==> src/rtl/core/tcpq_pkg.sv <==
// Shared types and constants for the two-class priority queue.
// Holds the payload structs, command and status codes and store sizing.
// No dependencies.
package tcpq_pkg;

  localparam int CAPACITY = 16;
  localparam int KEY_W    = 32;
  localparam int ADDR_W   = $clog2(CAPACITY);
  localparam int CNT_W    = $clog2(CAPACITY + 1);

  localparam logic [1:0] CMD_ENQ_NORMAL   = 2'd0;
  localparam logic [1:0] CMD_ENQ_CRITICAL = 2'd1;
  localparam logic [1:0] CMD_DEQUEUE      = 2'd2;
  localparam logic [1:0] CMD_CANCEL       = 2'd3;

  localparam logic [1:0] ST_OK        = 2'd0;
  localparam logic [1:0] ST_EMPTY     = 2'd1;
  localparam logic [1:0] ST_NOT_FOUND = 2'd2;
  localparam logic [1:0] ST_FULL      = 2'd3;

  typedef struct packed {
    logic [1:0]       cmd;
    logic [KEY_W-1:0] entry_key;
  } in_item_t;

  typedef struct packed {
    logic [1:0]       status;
    logic [KEY_W-1:0] removed_key;
    logic [CNT_W-1:0] entry_count;
    logic [CNT_W-1:0] critical_count;
  } out_item_t;

endpackage

==> src/rtl/core/tcpq_key_store.sv <==
// Key store for the two-class priority queue: one write port, one read
// port with registered read data. Depends on tcpq_pkg for sizing.
module tcpq_key_store (
  input  logic                       clk,
  input  logic                       wr_en,
  input  logic [tcpq_pkg::ADDR_W-1:0] wr_addr,
  input  logic [tcpq_pkg::KEY_W-1:0]  wr_data,
  input  logic                       rd_en,
  input  logic [tcpq_pkg::ADDR_W-1:0] rd_addr,
  output logic [tcpq_pkg::KEY_W-1:0]  rd_data
);

  logic [tcpq_pkg::KEY_W-1:0] mem_r [tcpq_pkg::CAPACITY];
  logic [tcpq_pkg::KEY_W-1:0] rd_data_r;

  always_ff @(posedge clk) begin
    if (wr_en) begin
      mem_r[wr_addr] <= wr_data;
    end
    if (rd_en) begin
      rd_data_r <= mem_r[rd_addr];
    end
  end

  assign rd_data = rd_data_r;

endmodule

==> src/rtl/core/two_class_priority_queue_unit.sv <==
// Two-class priority queue: ordered key store plus a small sequencer that
// searches and shifts one entry per cycle. Depends on tcpq_pkg, tcpq_key_store.
// Usage:
//   in_valid/in_ready/in_data carry one command (enqueue normal, enqueue
//   critical, dequeue head, cancel by key) per transfer. out_valid/out_ready/
//   out_data return exactly one result per command: status, removed key and
//   the entry and critical counts after the command.
//   The block takes one command at a time; in_ready is high only while the
//   sequencer is idle; a new command waits until the last result is loaded.
// Steps per command, with N entries held, C of them critical:
//   normal enqueue, or a command rejected on an empty or full queue: straight
//   to the result. critical enqueue: each of the N - C normal entries moves
//   up a slot, the last move drains, the key is written, the result is loaded.
//   dequeue: head read, then close the gap.
//   cancel: scan from the head; a hit closes the gap behind it, a miss scans
//   all N entries.
// The output register holds a finished result while the receiver stalls;
// the next command is still taken, runs to its result, then waits there.
// Reset (synchronous, active low) empties the queue and clears the counts;
// the key store itself is not cleared, entries past the count are never read.
module two_class_priority_queue_unit (
  input  logic                 clk,
  input  logic                 rst_n,
  input  logic                 in_valid,
  output logic                 in_ready,
  input  tcpq_pkg::in_item_t   in_data,
  output logic                 out_valid,
  input  logic                 out_ready,
  output tcpq_pkg::out_item_t  out_data
);

  localparam int AW = tcpq_pkg::ADDR_W;
  localparam int CW = tcpq_pkg::CNT_W;
  localparam int KW = tcpq_pkg::KEY_W;

  localparam logic [2:0] S_IDLE   = 3'd0;
  localparam logic [2:0] S_UP     = 3'd1;  // open a gap for a critical insert
  localparam logic [2:0] S_DOWN   = 3'd2;  // close a gap after a removal
  localparam logic [2:0] S_SEARCH = 3'd3;  // scan for a cancel key
  localparam logic [2:0] S_HEAD   = 3'd4;  // head read in flight
  localparam logic [2:0] S_DONE   = 3'd5;  // result waits for the output reg

  logic [2:0]    state_r,    state_nxt;
  logic [CW-1:0] held_r,     held_nxt;
  logic [CW-1:0] crit_r,     crit_nxt;
  logic [CW-1:0] idx_r,      idx_nxt;
  logic          pend_r,     pend_nxt;
  logic [AW-1:0] pend_addr_r, pend_addr_nxt;
  logic          rvalid_r,   rvalid_nxt;
  logic [AW-1:0] cmp_addr_r, cmp_addr_nxt;
  logic [KW-1:0] key_r,      key_nxt;
  logic [1:0]    status_r,   status_nxt;
  logic [KW-1:0] removed_r,  removed_nxt;
  logic          out_valid_r, out_valid_nxt;
  tcpq_pkg::out_item_t out_r, out_nxt;

  logic          wr_en;
  logic [AW-1:0] wr_addr;
  logic [KW-1:0] wr_data;
  logic          rd_en;
  logic [AW-1:0] rd_addr;
  logic [KW-1:0] rd_data;

  logic          full;
  logic          empty;
  logic          accept;

  tcpq_key_store u_store (
    .clk     (clk),
    .wr_en   (wr_en),
    .wr_addr (wr_addr),
    .wr_data (wr_data),
    .rd_en   (rd_en),
    .rd_addr (rd_addr),
    .rd_data (rd_data)
  );

  assign full     = (held_r == CW'(tcpq_pkg::CAPACITY));
  assign empty    = (held_r == '0);
  assign in_ready = (state_r == S_IDLE);
  assign accept   = in_valid && in_ready;

  always_comb begin
    state_nxt     = state_r;
    held_nxt      = held_r;
    crit_nxt      = crit_r;
    idx_nxt       = idx_r;
    pend_nxt      = 1'b0;
    pend_addr_nxt = pend_addr_r;
    rvalid_nxt    = 1'b0;
    cmp_addr_nxt  = cmp_addr_r;
    key_nxt       = key_r;
    status_nxt    = status_r;
    removed_nxt   = removed_r;
    out_valid_nxt = out_valid_r;
    out_nxt       = out_r;

    // A pending shift write always owns the write port.
    wr_en   = pend_r;
    wr_addr = pend_addr_r;
    wr_data = rd_data;
    rd_en   = 1'b0;
    rd_addr = '0;

    // Drop the result once the receiver takes it.
    if (out_valid_r && out_ready) begin
      out_valid_nxt = 1'b0;
    end

    case (state_r)
      S_IDLE: begin
        if (accept) begin
          key_nxt     = in_data.entry_key;
          removed_nxt = '0;
          status_nxt  = tcpq_pkg::ST_OK;
          case (in_data.cmd)
            tcpq_pkg::CMD_ENQ_NORMAL: begin
              state_nxt = S_DONE;
              if (full) begin
                status_nxt = tcpq_pkg::ST_FULL;
              end else begin
                // Append at the tail right away.
                wr_en    = 1'b1;
                wr_addr  = held_r[AW-1:0];
                wr_data  = in_data.entry_key;
                held_nxt = held_r + CW'(1);
              end
            end
            tcpq_pkg::CMD_ENQ_CRITICAL: begin
              if (full) begin
                status_nxt = tcpq_pkg::ST_FULL;
                state_nxt  = S_DONE;
              end else begin
                idx_nxt   = held_r;
                state_nxt = S_UP;
              end
            end
            tcpq_pkg::CMD_DEQUEUE: begin
              if (empty) begin
                status_nxt = tcpq_pkg::ST_EMPTY;
                state_nxt  = S_DONE;
              end else begin
                rd_en     = 1'b1;
                rd_addr   = '0;
                state_nxt = S_HEAD;
              end
            end
            default: begin
              if (empty) begin
                status_nxt = tcpq_pkg::ST_NOT_FOUND;
                state_nxt  = S_DONE;
              end else begin
                idx_nxt   = '0;
                state_nxt = S_SEARCH;
              end
            end
          endcase
        end
      end

      S_UP: begin
        if (idx_r > crit_r) begin
          // Move entry idx-1 up to idx.
          rd_en         = 1'b1;
          rd_addr       = AW'(idx_r - CW'(1));
          pend_nxt      = 1'b1;
          pend_addr_nxt = idx_r[AW-1:0];
          idx_nxt       = idx_r - CW'(1);
        end else if (!pend_r) begin
          // Gap is open at the end of the critical region.
          wr_en     = 1'b1;
          wr_addr   = crit_r[AW-1:0];
          wr_data   = key_r;
          held_nxt  = held_r + CW'(1);
          crit_nxt  = crit_r + CW'(1);
          state_nxt = S_DONE;
        end
      end

      S_HEAD: begin
        removed_nxt = rd_data;
        if (crit_r != '0) begin
          crit_nxt = crit_r - CW'(1);
        end
        idx_nxt   = '0;
        state_nxt = S_DOWN;
      end

      S_SEARCH: begin
        if (rvalid_r && (rd_data == key_r)) begin
          // First match from the head: remove it.
          if ({1'b0, cmp_addr_r} < crit_r) begin
            crit_nxt = crit_r - CW'(1);
          end
          idx_nxt   = {1'b0, cmp_addr_r};
          state_nxt = S_DOWN;
        end else if (idx_r < held_r) begin
          rd_en        = 1'b1;
          rd_addr      = idx_r[AW-1:0];
          rvalid_nxt   = 1'b1;
          cmp_addr_nxt = idx_r[AW-1:0];
          idx_nxt      = idx_r + CW'(1);
        end else if (!rvalid_r) begin
          status_nxt = tcpq_pkg::ST_NOT_FOUND;
          state_nxt  = S_DONE;
        end
      end

      S_DOWN: begin
        if ((idx_r + CW'(1)) < held_r) begin
          // Move entry idx+1 down to idx.
          rd_en         = 1'b1;
          rd_addr       = AW'(idx_r + CW'(1));
          pend_nxt      = 1'b1;
          pend_addr_nxt = idx_r[AW-1:0];
          idx_nxt       = idx_r + CW'(1);
        end else if (!pend_r) begin
          held_nxt  = held_r - CW'(1);
          state_nxt = S_DONE;
        end
      end

      S_DONE: begin
        // Hold until the output register is free.
        if (!out_valid_r || out_ready) begin
          out_valid_nxt          = 1'b1;
          out_nxt.status         = status_r;
          out_nxt.removed_key    = removed_r;
          out_nxt.entry_count    = held_r;
          out_nxt.critical_count = crit_r;
          state_nxt              = S_IDLE;
        end
      end

      default: begin
        state_nxt = S_IDLE;
      end
    endcase
  end

  always_ff @(posedge clk) begin
    if (!rst_n) begin
      state_r     <= S_IDLE;
      held_r      <= '0;
      crit_r      <= '0;
      pend_r      <= 1'b0;
      rvalid_r    <= 1'b0;
      out_valid_r <= 1'b0;
    end else begin
      state_r     <= state_nxt;
      held_r      <= held_nxt;
      crit_r      <= crit_nxt;
      pend_r      <= pend_nxt;
      rvalid_r    <= rvalid_nxt;
      out_valid_r <= out_valid_nxt;
    end
  end

  always_ff @(posedge clk) begin
    idx_r       <= idx_nxt;
    pend_addr_r <= pend_addr_nxt;
    cmp_addr_r  <= cmp_addr_nxt;
    key_r       <= key_nxt;
    status_r    <= status_nxt;
    removed_r   <= removed_nxt;
    out_r       <= out_nxt;
  end

  assign out_valid = out_valid_r;
  assign out_data  = out_r;

endmodule

==> config.mk <==
export PLATFORM = sky130hd
export DESIGN_NAME = two_class_priority_queue_unit
export DESIGN_NICKNAME = d
export VERILOG_FILES = /design/src/rtl/core/tcpq_pkg.sv /design/src/rtl/core/tcpq_key_store.sv /design/src/rtl/core/two_class_priority_queue_unit.sv
export SDC_FILE = /design/constraint.sdc
export NUM_CORES = 1
export LEC_CHECK = 0
export BUFFER_PORTS_ARGS = -buffer_cell sky130_fd_sc_hd__buf_2
export CAP_MARGIN = 20
export CELL_PAD_IN_SITES_DETAIL_PLACEMENT = 1
export CELL_PAD_IN_SITES_GLOBAL_PLACEMENT = 2
export CORE_MARGIN = 2
export CORE_UTILIZATION = 45
export DETAILED_ROUTE_END_ITERATION = 10
export GPL_TIMING_DRIVEN = 1
export HOLD_SLACK_MARGIN = 0.05
export PLACE_DENSITY = 0.79
export SLEW_MARGIN = 20
export SYNTH_ARGS = -nofsm -noshare
export SYNTH_HDL_FRONTEND = slang
export SYNTH_SLANG_ARGS = --single-unit
==> constraint.sdc <==
create_clock -name clk -period 5.12 [get_ports clk]
set_input_delay 0.512 -clock clk [delete_from_list [all_inputs] [get_ports clk]]
set_output_delay 0.512 -clock clk [all_outputs]
set_load 0.1 [all_outputs]
; ---- Yosys cells after proc, flatten, opt, wreduce, memory -nomap -nowiden
; Memory sizes are Yosys's and may differ from the RTL's. A register that Yosys moved wholly into a read port is not among the register bits.
; Index checks and enable logic that the tools add are counted.
; Widths: inputs -> output; s select.
[totals]
register_bits = 139
latchBits = 0
ram_bits = 512
romBits = 0
in_bits = 38
out_inout_bits = 46
word_cells = 173
mem_count = 1
[memory_table]
columns = name, depth, word_bits, rd, rd_ports_with_merged_regs, wr, line
row1 = u_store.mem_r, 16, 32, 1, 1, 1, tcpq_key_store.sv:13  ; logic [tcpq_pkg::KEY_W-1:0] mem_r [tcpq_pkg::CAPACITY];
[classes]
addsub = 6
mul = 0
div_mod_pow = 0
order_cmp = 4
n_eq_ne = 31
shift = 0
mux = 86
n_bitwise = 1
reduce_logical = 28
[op_table]
columns = op, n
row1 = $mux 32, 6
row2 = $pmux 32 s2, 2
row3 = $mux 5, 19
row4 = $mux 4, 11
row5 = $eq 32x32->1, 1
row6 = $mux 3, 10
row7 = $ne 2x2->1 const B, 15
row8 = $pmux 5 s3, 2
row9 = $pmux 5 s5, 1
row10 = $mux 1, 18
row11 = $pmux 3 s6, 1
row12 = $pmux 4 s2, 2
row13 = $reduce_and 8->1, 2
row14 = $add 5x1->5 const B, 3
row15 = $sub 5x1->5 const B, 3
row16 = $mux 2, 6
row17 = $ne 3x3->1 const B, 4
row18 = $pmux 4 s3, 1
row19 = $reduce_and 6->1, 2
row20 = $lt 5x5->1, 2
row21 = $pmux 5 s2, 1
row22 = $reduce_bool 5->1, 2
row23 = $pmux 3 s3, 1
row24 = $pmux 2 s2, 2
row25 = other kinds (25), 39

; ---- Depth between registers and ports, before layout
; Gate-level depths: netlist of the first run.
[logic_depth]
depth_word = 7
ltp_mapped = 17
mapped_depth_nobuf = 13

; ---- Modules after synthesis
; A second synthesis of the first run with hierarchy kept.
[hier_totals]
hier_cells = 1418
area_unflattened_um2 = 27267.4
[by_module_without_submodules]
columns = module, instances, cells_per_inst, area_per_inst_um2, seq_area_each_um2
row1 = tcpq_key_store, 1, 838, 20155.6, 16335.7
row2 = two_class_priority_queue_unit, 1, 580, 7111.8, 4013.8

; ---- Least setup slack after synthesis of the first run
; OpenSTA, ideal clock, no wires.
[synth_timing]
kind = register to register
start = reg state_r[2]
end = mem u_store.mem_r[8][0] in the netlist's numbering, enable pin
setup_ps = 421
t_arrival_ps = 5450
required_ps = 4699
slack_ps = -751
path_stages_with_launch = 10
path_buffers = 3
period_less_slack_ps = 5871
cell_sequence = dfxtp_1 buf_4 nor3_1 and3_1 clkbuf_1 nor2_1 clkbuf_1 a221oi_1 nand3_1 nor2_1
[synth_via]
elab_chain_len = 6
word_cells_on_any_way = 9
cone_classes = eq/ne: 1 / mux: 6 / reduce/logical: 2
[synth_lines]
columns = item, line
row1 = "start, declared", two_class_priority_queue_unit.sv:43  ; logic [2:0] state_r, state_nxt;
row2 = "start signal, assigned", two_class_priority_queue_unit.sv:250  ; state_r <= state_nxt;
row3 = $logic_not 3->1 (*), two_class_priority_queue_unit.sv:80  ; assign in_ready = (state_r == S_IDLE);
row4 = named net in_ready, two_class_priority_queue_unit.sv:25  ; output logic in_ready,
row5 = $logic_and 1x1->1, two_class_priority_queue_unit.sv:81  ; assign accept = in_valid && in_ready;
row6 = $mux 1, two_class_priority_queue_unit.sv:112  ; if (accept) begin
row7 = $pmux 1 s2, two_class_priority_queue_unit.sv:110  ; case (state_r)
row8 = $mux 1, tcpq_key_store.sv:17  ; if (wr_en) begin
row9 = $mux 1 (implied by the code), tcpq_key_store.sv:18  ; mem_r[wr_addr] <= wr_data;
row10 = "end, declared", tcpq_key_store.sv:13
; The timed path passes the listed nets; every way through them passes the cells marked *.

; ---- Final worst setup path of the first run
[layout_timing]
start = reg idx_r[1]
end = reg u_store.rd_data_r (netlist bit u_store.rd_data[25]) (read register of u_store.mem_r), data pin
[layout_via]
elab_chain_len = 4
word_cells_on_any_way = 15
cone_classes = add/sub: 2 / order compare: 3 / mux: 10
[layout_lines]
columns = item, line
row1 = "start, declared", two_class_priority_queue_unit.sv:46  ; logic [CW-1:0] idx_r, idx_nxt;
row2 = "start signal, assigned", two_class_priority_queue_unit.sv:260  ; idx_r <= idx_nxt;
row3 = $add 5x1->5 or $lt 5x5->1 (tied branches), "two_class_priority_queue_unit.sv:210, two_class_priority_queue_unit.sv:197"
row4 = $lt 5x5->1 (tied with other cells), two_class_priority_queue_unit.sv:210  ; if ((idx_r + CW'(1)) < held_r) begin
row5 = $mux 1 (tied with other cells), two_class_priority_queue_unit.sv:210
row6 = $pmux 1 s4 or $pmux 4 s3 (tied branches), two_class_priority_queue_unit.sv:110
row7 = "end, declared", tcpq_key_store.sv:14  ; logic [tcpq_pkg::KEY_W-1:0] rd_data_r;
; Several ways; a longest one is shown, not always the timed one.
; A chain may end at the register's enable or synchronous reset.

==> flow_summary.ini, run 1 <==
[layout]
fin_util_pct = 52.3
n_fill_cell = 5811
antenna_cells = 0
drive_gt1_share_pct = 14.6
layout_commonest_cell = edfxtp_1
layout.nets = 2127
area_growth_syn_to_layout_pct = 14.9
fin_cells = 2903
layout_common_cells = 667 x edfxtp_1, 373 x nand2_1, 172 x nand3_1
stdcell_area_sq_mm = 0.0316

[sta]
worst_pin_slew_ns = 1.15
maxSlewViolCount = 0
final.setup.tns_ns = 0
fmax_mhz = 216
finalSetupViolCount = 0
final-hold-violation-count = 0
whs_ns = 0.0943
final.min_clock_period_ns = 4.63
finalCritPeriodShare_pct = 90.5
slew_headroom_pct = 23.3
rsz0062_at_grt = false
fin_skew_ns = 0.0239
worst_slack_ns = 0.486

[status]
status = completed

[clocking]
clk-insertion-delay-late_ns = 0.62
ctsResizeCount = 0
cts_buffers = 72
clock-sinks = 683
post_cts_buffers = 0
cts_tree = built
clkTransAtPathRegs_ns = 0.06
clockBufferDepth = 3
htreeDepth = 3
cts_hold_buf = 0
cts-root-buf = clkbuf_16

[setup_path]
cpMostUsedCell = ha_1
cp.required_ns = 5.38
max_stage_delay_ns = 0.63
critPathSlowestCell = edfxtp_1
crit_chain = ha_1, nand3_1, xnor2_1, ha_1, a211oi_1, o211ai_2, a21o_1, o311a_1, nor2_2, nor2_4, buf_4, a22o_1, a221oi_1, nand4_1
critPathCaptureType = register
path_max_fanout = 13
start_kind = register
worstPathArrival_ns = 4.89
setup.worst_path.class = register to register

[power]
clockPowerShare_pct = 22.3
ir_drop_uv = 433
p_total_mw = 23.0
p_sw_share_pct = 40.3
seqPwrFrac_pct = 39.2
leakagePower_nw = 10.9
p_per_area_mw_per_mm2 = 728
p_int_mw = 13.7
p_comb_share_pct = 38.5
p_sw_mw = 9.27

[placement]
pre_cts_slack_ns = 0.503
hpwl_mm = 50.0
place_area_sq_mm = 0.0293
io_buffer_count = 83
place.gp.congestion = 0.857
dp_cells = 2771

[die]
dieArea_sq_mm = 0.0632
die_w_um = 251
rows = 90
die-height_um = 251
core_sq_mm = 0.0605
initial_utilization_pct = 45.5
boundaryPins = 84

[synthesis]
synth_flop_cell = edfxtp_1
synth_edf_count = 667
synth-seq-cells = 683
syn_area_per_cell_sq_um = 14.1
netlist_area_sq_mm = 0.0275
yosys_warnings = 0
synth_cell_types = 72
syn_nets = 2013
synthArstFlopShare_pct = 0
synth-seq-area-share_pct = 73.9
synth_cells = 1949

[global_route]
antenna_found_initial = 1
grt_pass1_vias = 18300
grt_pass1_wl_mm = 121
overflow = 0
grt.total_usage_pct = 25.9
grt_start_max_net_pins = 119

[run]
maxCapViolCount = 0

[route]
wirelength_mm = 81.7
vias_per_cell = 6.10
routed-via-count = 17700
drt_iter0_drc = 1769
drc = 0
avgRoutedWirePerCell_um = 28.2
ant_nets = 0
drtPass1Iterations = 6

[worst_hold_path]
hold_class = input port to register
-- critical path: cells and delay by family, from the launching register on --
kind	cells	cell delay, ns
AOI/OAI and AO/OA	6	1.38
and+or+nand+nor	4	1.19
adders and majority gates	2	0.64
DFF	1	0.63
buffers and inverters	1	0.25
xor gates and xnor gates	1	0.18
-- state kept, by name (all words and copies together) (netlist names) --
name / count
u_store.mem_r: 512
out_data: 44
key_r: 32
removed_r: 32
u_store.rd_data: 32
crit_r: 5
held_r: 5
idx_r: 5
cmp_addr_r: 4
pend_addr_r: 4
state_r: 3
status_r: 2
out_valid: 1
pend_r: 1
rvalid_r: 1
-- per-layer routing --
metal | track usage (%) | routed length (um) | vias to the layer above
met4 | 7.01 | 1590 | 0
li1 | - | - | 7716
met5 | 0 | 0 | -
met2 | 41.8 | 38400 | 713
met3 | 3.94 | 5970 | 117
met1 | 37.0 | 35800 | 9153
-- synth_stat cells (27+ instances only) --
cell | count | share of area [%]
nor2_1 | 58 | 0.79
nand3_1 | 173 | 3.1
clkbuf_1 | 93 | 1.3
a21oi_1 | 51 | 0.93
nand2_1 | 373 | 5.1
a221oi_1 | 39 | 1.2
edfxtp_1 | 667 | 73
a22o_1 | 42 | 1.3
and3_1 | 47 | 1.1
nand4_1 | 27 | 0.61
a22oi_1 | 45 | 1.2
xnor2_1 | 43 | 1.4
-- final timing paths --
| path | startpoint | endpoint | slack [ns] | cells after the start |
|---|---|---|---|---|
| setup / recovery | idx_r[1] | u_store.rd_data[25] | 0.49 | 14 |
| hold / removal | in_data[0] | key_r[0] | 0.09 | 1 |
| setup reg to reg | idx_r[1] | u_store.rd_data[25] | 0.49 | 14 |
| hold reg to reg | removed_r[27] | out_data[37] | 0.42 | 0 |
-- kinds of logic after synthesis --
logic type / count (synthesis) / share of synthesized area [%]
AO/OA/AOI/OAI: 319 / 8.87
buffers and inverters: 132 / 1.94
adder cells (fa/ha/maj): 26 / 1.24
multiplexers: 12 / 0.436
XOR/XNOR: 47 / 1.50
flip-flops: 683 / 73.9
AND/OR/NAND/NOR: 730 / 12.1
-- power groups by stage --
stage	Combinational [mW]	Clock, mW	Sequential, mW
after floorplan	5.08	0	9.12
after global placement	8.42	0	9.06
after detailed placement	8.75	0	9.11
after CTS	8.82	5.20	9.00
after global routing	9.54	5.41	9.08
final	8.86	5.13	9.02
-- layout make-up --
type	instances	area, sq um	area share, %
well taps	782	978	3.09
repair buffers	153	1070	3.37
clock buffers	88	1890	5.99
clock inverters	44	404	1.28
multi-input cells	1134	6860	21.7
flip-flops and latches	683	20300	64.4
inverters	19	71.3	0.226
Note: power is estimated with default switching activity, not from simulation.
==> run 2, diff against run 1 <==
--- a/config.mk
+++ b/config.mk
@@ -10,7 +10,7 @@
 export CELL_PAD_IN_SITES_DETAIL_PLACEMENT = 1
 export CELL_PAD_IN_SITES_GLOBAL_PLACEMENT = 2
 export CORE_MARGIN = 2
-export CORE_UTILIZATION = 45
+export CORE_UTILIZATION = 48
 export DETAILED_ROUTE_END_ITERATION = 10
 export GPL_TIMING_DRIVEN = 1
 export HOLD_SLACK_MARGIN = 0.05
@@ -18,4 +18,5 @@
 export SLEW_MARGIN = 20
 export SYNTH_ARGS = -nofsm -noshare
 export SYNTH_HDL_FRONTEND = slang
+export SYNTH_HIERARCHICAL = 1
 export SYNTH_SLANG_ARGS = --single-unit
==> run 2 against run 1 <==
Compared with the run above:
- flip-flop and latch count stayed put
- largest cell class unchanged
- clock power down 3%
- non-clock buffer count shrank 10
- clock-buffer cell count shrank 9
- global-route usage decreased by 1.4 points
==> flow_summary.ini, run 2 <==
[setup_path]
worstPathArrival_ns = 5.02
critPathCaptureType = register
path_max_fanout = 42
cpMostUsedCell = ha_1
worstRegToRegCells = 13
max_stage_delay_ns = 0.59
r2r_slack_ns = 0.46
cp.depth = 13
startpoint = idx_r[0]
critPathSlowestCell = edfxtp_1
setup.worst_path.class = register to register
start_kind = register
r2r_end = u_store/rd_data[7]
critPathBufInv = 3
crit_chain = inv_1, ha_1, ha_1, a21bo_2, a21oi_1, o41ai_4, nor2_1, a21oi_4, buf_12, buf_4, mux4_2, a22oi_1, nand2_1
cp_top_family = compound AO/OA/AOI/OAI gates
r2r_start = idx_r[0]
crit_end = u_store/rd_data[7]
cp.required_ns = 5.48

[placement]
io_buffer_count = 83
hpwl_mm = 42.1
place.gp.congestion = 0.820
place_area_sq_mm = 0.0292

[clocking]
ctsResizeCount = 0
clock-sinks = 683
clockBufferDepth = 3
cts_hold_buf = 0
htreeDepth = 3
post_cts_buffers = 0
clk-insertion-delay-late_ns = 0.62
cts-root-buf = clkbuf_16
cts_buffers = 69
cts_tree = built
clkTransAtPathRegs_ns = 0.06

[worst_hold_path]
hold_class = input port to register

[power]
p_total_mw = 21.4
leakagePower_nw = 10.6
p_per_area_mw_per_mm2 = 681
clockPowerShare_pct = 23.2
p_int_mw = 13.9
p_comb_share_pct = 35.9
ir_drop_uv = 460
p_sw_share_pct = 35.1
seqPwrFrac_pct = 40.9
p_sw_mw = 7.49

[global_route]
overflow = 0
grt.total_usage_pct = 24.6
grt_start_max_net_pins = 50
antenna_found_initial = 1
grt_pass1_wl_mm = 104
grt_pass1_vias = 15100

[layout]
stdcell_area_sq_mm = 0.0314
drive_gt1_share_pct = 25.1
area_growth_syn_to_layout_pct = 15.0
layout_common_cells = 667 x edfxtp_1, 128 x mux4_2, 83 x buf_2
largest_reg_flops = 512
layout.nets = 1622
regMostFlops = u_store/mem_r
layout_commonest_cell = edfxtp_1
antenna_cells = 0

[sta]
finalSetupViolCount = 0
final.min_clock_period_ns = 4.66
fmax_mhz = 214
fin_skew_ns = 0.0247
final-hold-violation-count = 0
worst_pin_slew_ns = 0.840
rsz0062_at_grt = false
finalCritPeriodShare_pct = 91.1
maxSlewViolCount = 0
slew_headroom_pct = 43.5

[route]
routed-via-count = 14400
drt_iter0_drc = 1537
drc = 0
wirelength_mm = 71.4
ant_nets = 0
vias_per_cell = 6.11
drtPass1Iterations = 5
avgRoutedWirePerCell_um = 30.3

[synthesis]
syn_area_per_cell_sq_um = 19.2
synth_edf_count = 667
yosys-top-cells-area = edfxtp_1 73%, mux4_2 11%, a22oi_1 1.9%, a21o_1 1.2%, a22o_1 1.2%
synth_flop_cell = edfxtp_1
synth_fa_ha_area_share_pct = 1.28
yosys_warnings = 6
synthArstFlopShare_pct = 0
synth_xor_area_share_pct = 1.41
synth_common_cells = 667 x edfxtp_1, 128 x mux4_2, 68 x a22oi_1, 60 x nand2_1, 45 x a21o_1
synth-compound-area-share_pct = 6.52
netlist_area_sq_mm = 0.0273
synth_cells = 1418
yosysMostFrequentCell = edfxtp_1
yosys.area_share.simple_pct = 3.64
synth_top_area_share_pct = 73.5
post-synth-top-area-cell = edfxtp_1
syn_nets = 1482
synth_top_family_by_area = multiplexers
synth-seq-area-share_pct = 74.6
synth_cell_types = 66
synthMuxAreaShare_pct = 10.9
synth-seq-cells = 683

[die]
initial_utilization_pct = 48.5
rows = 87
core_sq_mm = 0.0563
dieArea_sq_mm = 0.0587
boundaryPins = 84
die_w_um = 242
die-height_um = 242

[run]
maxCapViolCount = 0

[status]
status = completed
==> run 2: cell count changes after synthesis, sizes merged, moves of 24 or more <==
cell,previous run,this run
nand4,27,3
nand3,175,9
a21o,8,45
clkbuf,93,40
mux4,0,128
a21oi,51,19
nand2,374,60
a221oi,40,4
xor2,4,34
xnor2,43,10
==> run 2: layer usage <==
metal | track usage, % | up-vias | part of all wire, %
li1 | - | 6105 | -
met1 | 33.4 | 7610 | 40
met2 | 40.7 | 591 | 50
met3 | 3.60 | 112 | 6.9
met4 | 9.06 | 0 | 2.9
met5 | 0 | - | 0
==> run 2: kinds of logic after synthesis <==
logic type / after synthesis
buffers and inverters: 99
muxes: 138
and+or+nand+nor: 196
adders and majority gates: 27
xor gates and xnor gates: 44
DFF: 683
AOI/OAI and AO/OA: 231
==> run 2: power groups by stage <==
stage	Sequential (mW)	Combinational (mW)	Clock [mW]
after floorplan	8.85	4.87	0
after global placement	8.78	7.39	0
after detailed placement	8.84	7.64	0
after CTS	8.73	7.69	5.03
after global routing	8.80	8.24	5.20
final	8.73	7.67	4.96
==> run 2: cell type report <==
cell class / instances / area [sq um]
clock buffers: 79 / 1850
clock inverters: 37 / 349
fillers: 4938 / 24900
inverters: 25 / 93.8
multi-input cells: 636 / 6700
flip-flops and latches: 683 / 20300
well taps: 756 / 946
repair buffers: 143 / 1080
==> run 2: worst register-to-register path, cell delays in order, from the launching register on <==
cell and delay, ns:
edfxtp_1 0.59, inv_1 0.22, ha_1 0.49, ha_1 0.28
a21bo_2 0.18, a21oi_1 0.10, o41ai_4 0.47, nor2_1 0.23
a21oi_4 0.28, buf_12 0.35, buf_4 0.37, mux4_2 0.52
a22oi_1 0.23, nand2_1 0.10
==> run 2: how the worst min path moves through the flow <==
| stage | start | to | slack [ns] | depth (start not counted) |
|---|---|---|---|---|
| floorplan | removed_r[0] | out_data[10] | 0.40 | 0 |
| global placement | removed_r[8] | out_data[18] | 0.40 | 0 |
| detailed placement | removed_r[1] | out_data[11] | 0.41 | 0 |
| CTS | in_data[25] | key_r[25] | 0.07 | 1 |
| global route | in_data[5] | key_r[5] | 0.1 | 1 |
| finish | in_data[29] | key_r[29] | 0.10 | 1 |
==> run 2: stage by stage <==
step	instances	utilization [%]	setup TNS, ns	hold slack (ns)	setup WS (ns)
floorplan	1418	-	-0.311	0.400	-0.00324
global placement	2243	51.8	0	0.401	0.625
detailed placement	2243	51.8	0	0.407	0.478
CTS	2359	55.7	0	0.0737	0.485
global route	2359	55.7	0	0.0971	0.214
finish	2359	55.7	0	0.103	0.456
